--- src/jamm_pkg.sv ---
// Shared types and constants for the joystick axis mode mapper.
// Used by every module of the block and by its checker; no dependencies.
`default_nettype none

package jamm_pkg;

  // Block dimensions
  localparam int NUM_AXES    = 6;
  localparam int NUM_BUTTONS = 16;
  localparam int MAP_ENTRIES = 10;
  localparam int VECTOR_LEN  = 10;
  localparam int NUM_PAIRS   = (MAP_ENTRIES + 1) / 2;
  localparam int QUEUE_DEPTH = 2;
  localparam int QPTR_W      = $clog2(QUEUE_DEPTH);

  // Field widths
  localparam int SAMPLE_W = 16;
  localparam int INDEX_W  = 4;
  localparam int DZ_W     = 15;
  localparam int BTN_W    = 4;
  localparam int CFG_IDX_W  = 3;
  localparam int CFG_DATA_W = 64;

  // Gripper entry and its closed value (0.8 in Q7.8)
  localparam logic [INDEX_W-1:0]         GRIP_INDEX        = 4'd9;
  localparam logic signed [SAMPLE_W-1:0] GRIP_CLOSED_VALUE = 16'sd205;
  localparam logic [INDEX_W-1:0]         LAST_INDEX        = INDEX_W'(VECTOR_LEN - 1);

  // Configuration register indexes
  localparam logic [CFG_IDX_W-1:0] REG_DEADZONE   = 3'd0;
  localparam logic [CFG_IDX_W-1:0] REG_GRIP_SEL   = 3'd1;
  localparam logic [CFG_IDX_W-1:0] REG_MAP_PAIR_0 = 3'd2;

  // One packed mapping entry, bit 0 is valid
  typedef struct packed {
    logic [3:0]                 spare;
    logic signed [SAMPLE_W-1:0] gain;
    logic [INDEX_W-1:0]         target;
    logic [2:0]                 axis;
    logic [BTN_W-1:0]           mode;
    logic                       valid;
  } map_entry_t;

  typedef map_entry_t [MAP_ENTRIES-1:0] map_table_t;

  // Classified snapshot handed from front to back
  typedef struct packed {
    logic                               connected;
    logic                               mode_valid;
    logic [BTN_W-1:0]                   mode;
    logic                               grip_closed;
    logic [NUM_AXES-1:0][SAMPLE_W-1:0]  axes;
    logic [INDEX_W-1:0]                 ov_index;
    logic signed [SAMPLE_W-1:0]         ov_value;
  } item_t;

endpackage

`default_nettype wire

--- src/jamm_front.sv ---
// Front end: accepts snapshots, finds the active mode, tracks the gripper toggle.
// Depends on jamm_pkg.
`default_nettype none

module jamm_front (
  input  logic                                              clk,
  input  logic                                              rst,
  input  logic                                              in_valid,
  input  logic                                              queue_ready,
  input  logic                                              connected,
  input  logic [jamm_pkg::NUM_BUTTONS-1:0]                  buttons,
  input  logic [jamm_pkg::NUM_AXES-1:0][jamm_pkg::SAMPLE_W-1:0] axes,
  input  logic [jamm_pkg::INDEX_W-1:0]                      override_index,
  input  logic signed [jamm_pkg::SAMPLE_W-1:0]              override_value,
  input  logic [jamm_pkg::BTN_W-1:0]                        grip_sel,
  output logic                                              push,
  output jamm_pkg::item_t                                   item
);

  logic gripper_prev_pressed;
  logic gripper_closed;
  logic gripper_closed_next;
  logic grip_now;
  logic mode_valid;
  logic [jamm_pkg::BTN_W-1:0] mode;

  assign push = in_valid && queue_ready;

  // Highest pressed button sets the mode
  always_comb begin
    mode_valid = 1'b0;
    mode       = '0;
    for (int i = 0; i < jamm_pkg::NUM_BUTTONS; i++) begin
      if (buttons[i]) begin
        mode_valid = 1'b1;
        mode       = jamm_pkg::BTN_W'(i);
      end
    end
  end

  // Toggle the gripper on a rising edge of its button
  always_comb begin
    grip_now = ({1'b0, grip_sel} < 5'(jamm_pkg::NUM_BUTTONS)) &&
               buttons[grip_sel];
    gripper_closed_next = gripper_closed ^ (!gripper_prev_pressed && grip_now);
  end

  always_ff @(posedge clk) begin
    if (rst) begin
      gripper_prev_pressed <= 1'b0;
      gripper_closed       <= 1'b0;
    end else if (push && connected) begin
      gripper_prev_pressed <= grip_now;
      gripper_closed       <= gripper_closed_next;
    end
  end

  // Build the classified item
  always_comb begin
    item.connected   = connected;
    item.mode_valid  = mode_valid;
    item.mode        = mode;
    item.grip_closed = gripper_closed_next;
    item.axes        = axes;
    item.ov_index    = override_index;
    item.ov_value    = override_value;
  end

endmodule

`default_nettype wire

--- src/jamm_queue.sv ---
// Short item queue between the front end and the back end.
// Depends on jamm_pkg.
`default_nettype none

module jamm_queue (
  input  logic            clk,
  input  logic            rst,
  input  logic            push,
  input  jamm_pkg::item_t push_item,
  output logic            ready,
  input  logic            pop,
  output logic            head_valid,
  output jamm_pkg::item_t head
);

  localparam int CNT_W = $clog2(jamm_pkg::QUEUE_DEPTH + 1);

  jamm_pkg::item_t              slots [jamm_pkg::QUEUE_DEPTH];
  logic [jamm_pkg::QPTR_W-1:0]  wr_ptr;
  logic [jamm_pkg::QPTR_W-1:0]  rd_ptr;
  logic [CNT_W-1:0]             count;

  assign ready      = (count != CNT_W'(jamm_pkg::QUEUE_DEPTH));
  assign head_valid = (count != '0);
  assign head       = slots[rd_ptr];

  // Store pushed items
  always_ff @(posedge clk) begin
    if (push) begin
      slots[wr_ptr] <= push_item;
    end
  end

  // Advance pointers and occupancy
  always_ff @(posedge clk) begin
    if (rst) begin
      wr_ptr <= '0;
      rd_ptr <= '0;
      count  <= '0;
    end else begin
      if (push) begin
        wr_ptr <= (wr_ptr == jamm_pkg::QPTR_W'(jamm_pkg::QUEUE_DEPTH - 1)) ? '0 : wr_ptr + 1'b1;
      end
      if (pop) begin
        rd_ptr <= (rd_ptr == jamm_pkg::QPTR_W'(jamm_pkg::QUEUE_DEPTH - 1)) ? '0 : rd_ptr + 1'b1;
      end
      if (push && !pop) begin
        count <= count + 1'b1;
      end else if (pop && !push) begin
        count <= count - 1'b1;
      end
    end
  end

endmodule

`default_nettype wire

--- src/jamm_back.sv ---
// Back end: walks the vector one entry per cycle while the output is not stalled,
// resolves the mapping, scales and saturates in a two-stage pipeline. Depends on jamm_pkg.
`default_nettype none

module jamm_back (
  input  logic                                  clk,
  input  logic                                  rst,
  input  logic [jamm_pkg::DZ_W-1:0]             deadzone,
  input  jamm_pkg::map_table_t                  map_table,
  input  logic                                  head_valid,
  input  jamm_pkg::item_t                       head,
  output logic                                  pop,
  output logic                                  out_valid,
  input  logic                                  out_stall,
  output logic [jamm_pkg::INDEX_W-1:0]          vector_index,
  output logic signed [jamm_pkg::SAMPLE_W-1:0]  value,
  output logic                                  last
);

  localparam int W = jamm_pkg::SAMPLE_W;

  logic                         advance;
  logic [jamm_pkg::INDEX_W-1:0] cnt;

  // Stage 1 registers
  logic                         s1_valid;
  logic [jamm_pkg::INDEX_W-1:0] s1_index;
  logic                         s1_last;
  logic                         s1_use_map;
  logic signed [W-1:0]          s1_fixed;
  logic [W-1:0]                 s1_diff;
  logic [W-1:0]                 s1_gmag;
  logic                         s1_neg;

  // Stage 1 next values
  logic                         use_map_next;
  logic signed [W-1:0]          fixed_next;
  logic [W-1:0]                 diff_next;
  logic [W-1:0]                 gmag_next;
  logic                         neg_next;

  // Stage 2 arithmetic
  logic [2*W-1:0]               prod;
  logic [W:0]                   quot;
  logic signed [W-1:0]          scaled;

  assign advance = !out_valid || !out_stall;
  assign pop     = advance && head_valid && (cnt == jamm_pkg::LAST_INDEX);

  // Resolve the entry at cnt: override, disconnect, gripper, then mapping
  always_comb begin
    logic                 found;
    jamm_pkg::map_entry_t sel;
    logic signed [W-1:0]  a;
    logic [W-1:0]         mag;
    found        = 1'b0;
    sel          = '0;
    a            = '0;
    for (int j = 0; j < jamm_pkg::MAP_ENTRIES; j++) begin
      if (map_table[j].valid && head.mode_valid && map_table[j].mode == head.mode &&
          map_table[j].target == cnt) begin
        found = 1'b1;
        sel   = map_table[j];
      end
    end
    if (sel.axis < 3'(jamm_pkg::NUM_AXES)) begin
      a = $signed(head.axes[sel.axis]);
    end
    mag       = a[W-1] ? W'(-a) : W'(a);
    diff_next = mag - W'(deadzone);
    gmag_next = sel.gain[W-1] ? W'(-sel.gain) : W'(sel.gain);
    neg_next  = a[W-1] ^ sel.gain[W-1];
    use_map_next = 1'b0;
    fixed_next   = '0;
    priority if (head.ov_value != '0 && head.ov_index == cnt) begin
      fixed_next = head.ov_value;
    end else if (!head.connected) begin
      fixed_next = '0;
    end else if (cnt == jamm_pkg::GRIP_INDEX) begin
      fixed_next = head.grip_closed ? jamm_pkg::GRIP_CLOSED_VALUE : '0;
    end else if (found && (mag > W'(deadzone))) begin
      use_map_next = 1'b1;
    end else begin
      fixed_next = '0;
    end
  end

  // Step through the vector entries of the head item
  always_ff @(posedge clk) begin
    if (rst) begin
      cnt      <= '0;
      s1_valid <= 1'b0;
    end else if (advance) begin
      s1_valid <= head_valid;
      if (head_valid) begin
        cnt <= (cnt == jamm_pkg::LAST_INDEX) ? '0 : cnt + 1'b1;
      end
    end
  end

  always_ff @(posedge clk) begin
    if (advance) begin
      s1_index   <= cnt;
      s1_last    <= (cnt == jamm_pkg::LAST_INDEX);
      s1_use_map <= use_map_next;
      s1_fixed   <= fixed_next;
      s1_diff    <= diff_next;
      s1_gmag    <= gmag_next;
      s1_neg     <= neg_next;
    end
  end

  // Scale by gain, round toward zero, saturate
  always_comb begin
    prod = s1_diff * s1_gmag;
    quot = prod[2*W-1:W-1];
    if (s1_neg) begin
      scaled = (quot > (W+1)'(32768)) ? $signed(16'h8000) : $signed(W'(-quot));
    end else begin
      scaled = (quot > (W+1)'(32767)) ? $signed(16'h7fff) : $signed(W'(quot));
    end
  end

  // Output register
  always_ff @(posedge clk) begin
    if (rst) begin
      out_valid <= 1'b0;
    end else if (advance) begin
      out_valid <= s1_valid;
    end
  end

  always_ff @(posedge clk) begin
    if (advance) begin
      vector_index <= s1_index;
      last         <= s1_last;
      value        <= s1_use_map ? scaled : s1_fixed;
    end
  end

endmodule

`default_nettype wire

--- src/joystick_axis_mode_mapper_top.sv ---
// Top level of the joystick axis mode mapper: configuration registers,
// front end, item queue and back end. Depends on jamm_pkg, jamm_front, jamm_queue and jamm_back.
//
//   channel | handshake             | payload
//   --------+-----------------------+------------------------------------------
//   in      | in_valid / in_stall   | connected, buttons, axis_0..5, override_*
//   out     | out_valid / out_stall | vector_index, value, last
//   cfg     | cfg_valid / cfg_ready | cfg_index, cfg_data
//
// Each snapshot yields ten results, one per cycle from the back end sequencer while
// out_stall is low; the first result passes through the queue, the stage 1 registers
// and the output register. A two-entry queue lets new snapshots enter while the back end
// works. Reset clears configuration, queue occupancy, pipeline valids and the
// gripper state; no clearing pass is needed.
// An output stall freezes the back end pipeline; the front stalls only on a full queue.
`default_nettype none

module joystick_axis_mode_mapper_top (
  input  logic                                  clk,
  input  logic                                  rst,
  input  logic                                  in_valid,
  output logic                                  in_stall,
  input  logic                                  connected,
  input  logic [15:0]                           buttons,
  input  logic signed [15:0]                    axis_0,
  input  logic signed [15:0]                    axis_1,
  input  logic signed [15:0]                    axis_2,
  input  logic signed [15:0]                    axis_3,
  input  logic signed [15:0]                    axis_4,
  input  logic signed [15:0]                    axis_5,
  input  logic [3:0]                            override_index,
  input  logic signed [15:0]                    override_value,
  output logic                                  out_valid,
  input  logic                                  out_stall,
  output logic [3:0]                            vector_index,
  output logic signed [15:0]                    value,
  output logic                                  last,
  input  logic                                  cfg_valid,
  output logic                                  cfg_ready,
  input  logic [jamm_pkg::CFG_IDX_W-1:0]        cfg_index,
  input  logic [jamm_pkg::CFG_DATA_W-1:0]       cfg_data
);

  logic [jamm_pkg::DZ_W-1:0]  deadzone;
  logic [jamm_pkg::BTN_W-1:0] grip_sel;
  jamm_pkg::map_table_t       map_table;

  logic [jamm_pkg::NUM_AXES-1:0][jamm_pkg::SAMPLE_W-1:0] axes;
  logic            push;
  logic            queue_ready;
  jamm_pkg::item_t push_item;
  logic            head_valid;
  jamm_pkg::item_t head;
  logic            pop;

  assign cfg_ready = 1'b1;
  assign in_stall  = !queue_ready;

  assign axes[0] = axis_0;
  assign axes[1] = axis_1;
  assign axes[2] = axis_2;
  assign axes[3] = axis_3;
  assign axes[4] = axis_4;
  assign axes[5] = axis_5;

  // Configuration writes
  always_ff @(posedge clk) begin
    if (rst) begin
      deadzone  <= '0;
      grip_sel  <= '0;
      map_table <= '0;
    end else if (cfg_valid && cfg_ready) begin
      if (cfg_index == jamm_pkg::REG_DEADZONE) begin
        deadzone <= cfg_data[jamm_pkg::DZ_W-1:0];
      end
      if (cfg_index == jamm_pkg::REG_GRIP_SEL) begin
        grip_sel <= cfg_data[jamm_pkg::BTN_W-1:0];
      end
      for (int p = 0; p < jamm_pkg::NUM_PAIRS; p++) begin
        if (cfg_index == jamm_pkg::REG_MAP_PAIR_0 + jamm_pkg::CFG_IDX_W'(p)) begin
          map_table[2*p] <= jamm_pkg::map_entry_t'(cfg_data[31:0]);
          if (2*p + 1 < jamm_pkg::MAP_ENTRIES) begin
            map_table[2*p+1] <= jamm_pkg::map_entry_t'(cfg_data[63:32]);
          end
        end
      end
    end
  end

  jamm_front u_front (
    .clk            (clk),
    .rst            (rst),
    .in_valid       (in_valid),
    .queue_ready    (queue_ready),
    .connected      (connected),
    .buttons        (buttons),
    .axes           (axes),
    .override_index (override_index),
    .override_value (override_value),
    .grip_sel       (grip_sel),
    .push           (push),
    .item           (push_item)
  );

  jamm_queue u_queue (
    .clk        (clk),
    .rst        (rst),
    .push       (push),
    .push_item  (push_item),
    .ready      (queue_ready),
    .pop        (pop),
    .head_valid (head_valid),
    .head       (head)
  );

  jamm_back u_back (
    .clk          (clk),
    .rst          (rst),
    .deadzone     (deadzone),
    .map_table    (map_table),
    .head_valid   (head_valid),
    .head         (head),
    .pop          (pop),
    .out_valid    (out_valid),
    .out_stall    (out_stall),
    .vector_index (vector_index),
    .value        (value),
    .last         (last)
  );

endmodule

`default_nettype wire

--- config.mk ---
export PLATFORM = sky130hd
export DESIGN_NAME = joystick_axis_mode_mapper_top
export DESIGN_NICKNAME = d
export VERILOG_FILES = /design/src/jamm_pkg.sv /design/src/jamm_front.sv /design/src/jamm_queue.sv /design/src/jamm_back.sv /design/src/joystick_axis_mode_mapper_top.sv
export SDC_FILE = /design/constraint.sdc
export NUM_CORES = 2
export LEC_CHECK = 0
export BUFFER_PORTS_ARGS = -buffer_cell sky130_fd_sc_hd__buf_2
export CORE_MARGIN = 2
export CORE_UTILIZATION = 50
export CTS_CLUSTER_SIZE = 16
export DETAILED_ROUTE_END_ITERATION = 12
export HOLD_SLACK_MARGIN = 0.08
export PLACE_DENSITY_LB_ADDON = 0.2
export SLEW_MARGIN = 25
export SYNTH_ARGS = -nofsm -noshare
export SYNTH_HDL_FRONTEND = slang
export SYNTH_SLANG_ARGS = --single-unit
--- constraint.sdc ---
create_clock -name clk -period 14.7 [get_ports clk]
set_clock_uncertainty 0.2 [all_clocks]
set_input_delay 2.205 -clock clk [delete_from_list [all_inputs] [get_ports clk]]
set_output_delay 2.205 -clock clk [all_outputs]
set_load 0.01 [all_outputs]
==> results_dict.tcl <==
set metrics [dict create \
    cts.htree.levels 3 \
    switching_share_pct 30.8 \
    routedWlPerCell_um 19.0 \
    start_util_pct 50.2 \
    die_area_um2 75100 \
    tns_ps 0 \
    switchingPower_uw 1450 \
    yosysTopAreaCellShare_pct 26.5 \
    finalCriticalPeriod_ps 9000 \
    worstPathMaxFanout 16 \
    ys_async_sr_fraction_pct 0 \
    crit_path_end_kind "flop" \
    synth.area.top_cells "edfxtp_1 27%, dfxtp_1 17%, fa_1 11%, nand2_1 9.1%, a21oi_1 5.4%" \
    power_leakage_uw 0.0158 \
    synth_top_area_cell "edfxtp_1" \
    cts_root_buf "clkbuf_16" \
    cpMostUsedCell "fa_1" \
    drt_iter0_markers 1884 \
    p_seq_share_pct 46.1 \
    wl_met2_um 46000 \
    grt_usage_pct 24.8 \
    fmax_ghz 0.111 \
    comb_power_share_pct 20.3 \
    tightestPinTransition_ps 1010 \
    status "finished clean" \
    pre_cts_slack_ps 5810 \
    power-per-cell-area_nw_per_um2 117 \
    avgViaCountPerCell 5.51 \
    clk_pin_slew_ps 60 \
    holdBufCountCts 0 \
    relSlewSlack_pct 32.6 \
    top_layer_used "met5" \
    grt_pass1_vias 26500 \
    synth_edf_count 322 \
    num-fill-cells 6579 \
    synth_area_per_cell_um2 9.76 \
    setup_viol 0 \
    worstSetupPathType "reg2reg" \
    cts_setup_buffers 0 \
    final_nets 4377 \
    numPortBuffers 219 \
    cts_tree "done" \
    crit_path_max_incr_delay_ps 860 \
    ys_types 93 \
    crit_slowest_cell "edfxtp_1" \
    cts.sinks 634 \
    cts_buffer_depth 3 \
    grt-ovfl-total 0 \
    clock_latency_ps 620 \
    cp.arrival_ps 9250 \
    syn_to_final_growth_pct 10.7 \
    ys.flop_type "edfxtp_1" \
    cts-buffers-inserted 66 \
    grt_pass1_wl_um 146000 \
    syn-num-nets 4255 \
    layout-drive-gt1-share_pct 12.0 \
    antenna_found_initial 12 \
    slew_viol_final 0 \
    rsz0062_at_grt "false" \
    routed_wl_um 92500 \
    die_y_um 274 \
    fin_ws_ps 5700 \
    min_path_cells 0 \
    num_rows 99 \
    core_area_um2 72600 \
    route.detailed.drc 0 \
    yosysWarnings 0 \
    postCtsResizedCells 0 \
    required_ps 14960 \
    ys_ff_latch 634 \
    syn_inst 3735 \
    p_int_uw 3260 \
    worst_setup_path_start_kind "flop" \
    dp_hpwl_um 64600 \
    r2r_cells 28 \
    ys_seq_area_share_pct 43.7 \
    grt_max_degree 176 \
    die_w_um 274 \
    num_vias 26900 \
    ios 229 \
    antenna_left 0 \
    ir_drop_mv 0.110 \
    clock_power_share_pct 33.6 \
    drt-pass1-iter-count 5 \
    wl_met1_um 39800 \
    min_path_type "reg2reg" \
    gp_congestion 0.857 \
    syn_area_um2 36500 \
    finalCritPeriodShare_pct 61.2 \
    wl_met3_um 4220 \
    cap_violations 0 \
    hold_viol 0 \
]
-- final cells by class --
cell class / instances / area [um^2] / share of cell area, %
antenna: 7 / 17.5 / 0.0434
clock buffer: 94 / 1820 / 4.50
clock inverter: 23 / 190 / 0.471
inverter: 276 / 1040 / 2.57
multi-input combinational: 2614 / 18700 / 46.3
sequential: 634 / 15900 / 39.4
tap: 959 / 1200 / 2.97
timing repair buffer: 265 / 1480 / 3.66
-- worst paths after layout --
path	from	slack, ps	end
setup reg to reg	u_back.s1_diff[7]$_DFFE_PP_	5700	u_back.value[11]$_DFFE_PP_
hold reg to reg	u_back.s1_last$_DFFE_PP_	200	u_back.last$_DFFE_PP_
setup / recovery	u_back.s1_diff[7]$_DFFE_PP_	5700	u_back.value[11]$_DFFE_PP_
hold / removal	u_back.s1_last$_DFFE_PP_	200	u_back.last$_DFFE_PP_
-- cell families (layout without fill, tap and decap cells) --
group | Yosys count | after routing | synth area share [%]
AND/OR/NAND/NOR | 1373 | 1373 | 16.9
AO/OA/AOI/OAI | 660 | 660 | 10.7
multiplexers | 116 | 116 | 5.09
buffers and inverters | 487 | 658 | 5.30
adder cells (fa/ha/maj) | 315 | 315 | 14.8
other | 1 | 8 | 0.0103
flip-flops | 634 | 634 | 43.7
XOR/XNOR | 149 | 149 | 3.60
-- state kept, by name, indices dropped and copies added (netlist names), 2 cells and up, named ones only --
signal / cells
deadzone: 15
grip_sel: 4
map_table: 280
u_back.cnt: 4
u_back.s1_diff: 16
u_back.s1_fixed: 16
u_back.s1_gmag: 16
u_back.s1_index: 4
u_back.value: 16
u_back.vector_index: 4
u_queue.count: 2
u_queue.slots: 246
-- metrics by stage --
| stage | instances | cell area, um^2 | power, uW | utilization, % | hold WS, ps |
|---|---|---|---|---|---|
| final | 4872 | 40400 | 4710 | 55.6 | 200 |
| after CTS | 4864 | 40300 | 4740 | 55.5 | 195 |
| after detailed placement | 4747 | 38300 | 3160 | 52.8 | 207 |
| after global routing | 4870 | 40300 | 4950 | 55.6 | 221 |
| after global placement | 4747 | 38300 | 3140 | 52.7 | 202 |
| after floorplan | 3735 | 36500 | 2840 | - | 200 |
-- layer usage --
layer	track usage, %	vias up
met5	0	-
met4	7.85	14
met3	3.37	148
met2	42.4	640
met1	32.6	13200
li1	-	12900
-- placed cells by master, fill, tap and decap left out, types with 13 or more instances in the layout --
cell / n
nand3_1: 62
mux2i_1: 52
buf_2: 218
edfxtp_1: 322
o211ai_1: 13
fa_1: 194
nor2_1: 123
a21o_1: 18
clkbuf_1: 23
mux4_2: 51
nor4_1: 25
dfxtp_1: 311
a31oi_1: 15
xor2_1: 44
nand4_1: 14
buf_4: 44
o21ai_0: 94
and3_1: 31
nand2_1: 882
nor3_1: 17
inv_1: 275
xnor2_1: 104
a21oi_1: 395
and2_1: 125
o21a_1: 16
nand2b_1: 13
clkbuf_16: 67
ha_1: 121
-- synthesized netlist by cell type (all sizes together) (6+ instances only) --
library cell and instances:
or3 7, nand2 887, mux2i 54, a21boi 11, nand3b 9, a21o 18, o221ai 6, clkbuf 159
fa 194, o2111ai 9, nand3 66, o211ai 13, o22ai 11, xnor2 105, ha 121, and3 34
edfxtp 322, nand4 14, o21ai 99, o31ai 9, buf 52, a211oi 7, nor2b 12, a311oi 6
a21oi 395, xor2 44, o21a 16, nor3 18, mux4 53, mux2 9, nor4 32, dfxtp 312
nand2b 13, and2 127, a31oi 15, nor2 128, inv 276
-- power by group through the flow --
| stage | Combinational, uW | Clock [uW] | Sequential, uW |
|---|---|---|---|
| 2_1_floorplan | 728 | 0 | 2110 |
| 3_3_place_gp | 942 | 0 | 2200 |
| 3_5_place_dp | 957 | 0 | 2200 |
| 4_1_cts | 962 | 1610 | 2170 |
| 5_1_grt | 1080 | 1680 | 2190 |
| 6_report | 955 | 1580 | 2170 |
-- critical path, delay by kind of cell (launching register included) --
kind,cells,cell delay (ps)
adders and majority gates,7,3340
buffers and inverters,6,500
and+or+nand+nor,5,1400
DFF,1,860
AOI/OAI and AO/OA,9,2160
xor gates and xnor gates,1,370
Power figures use the tool's default switching activity.
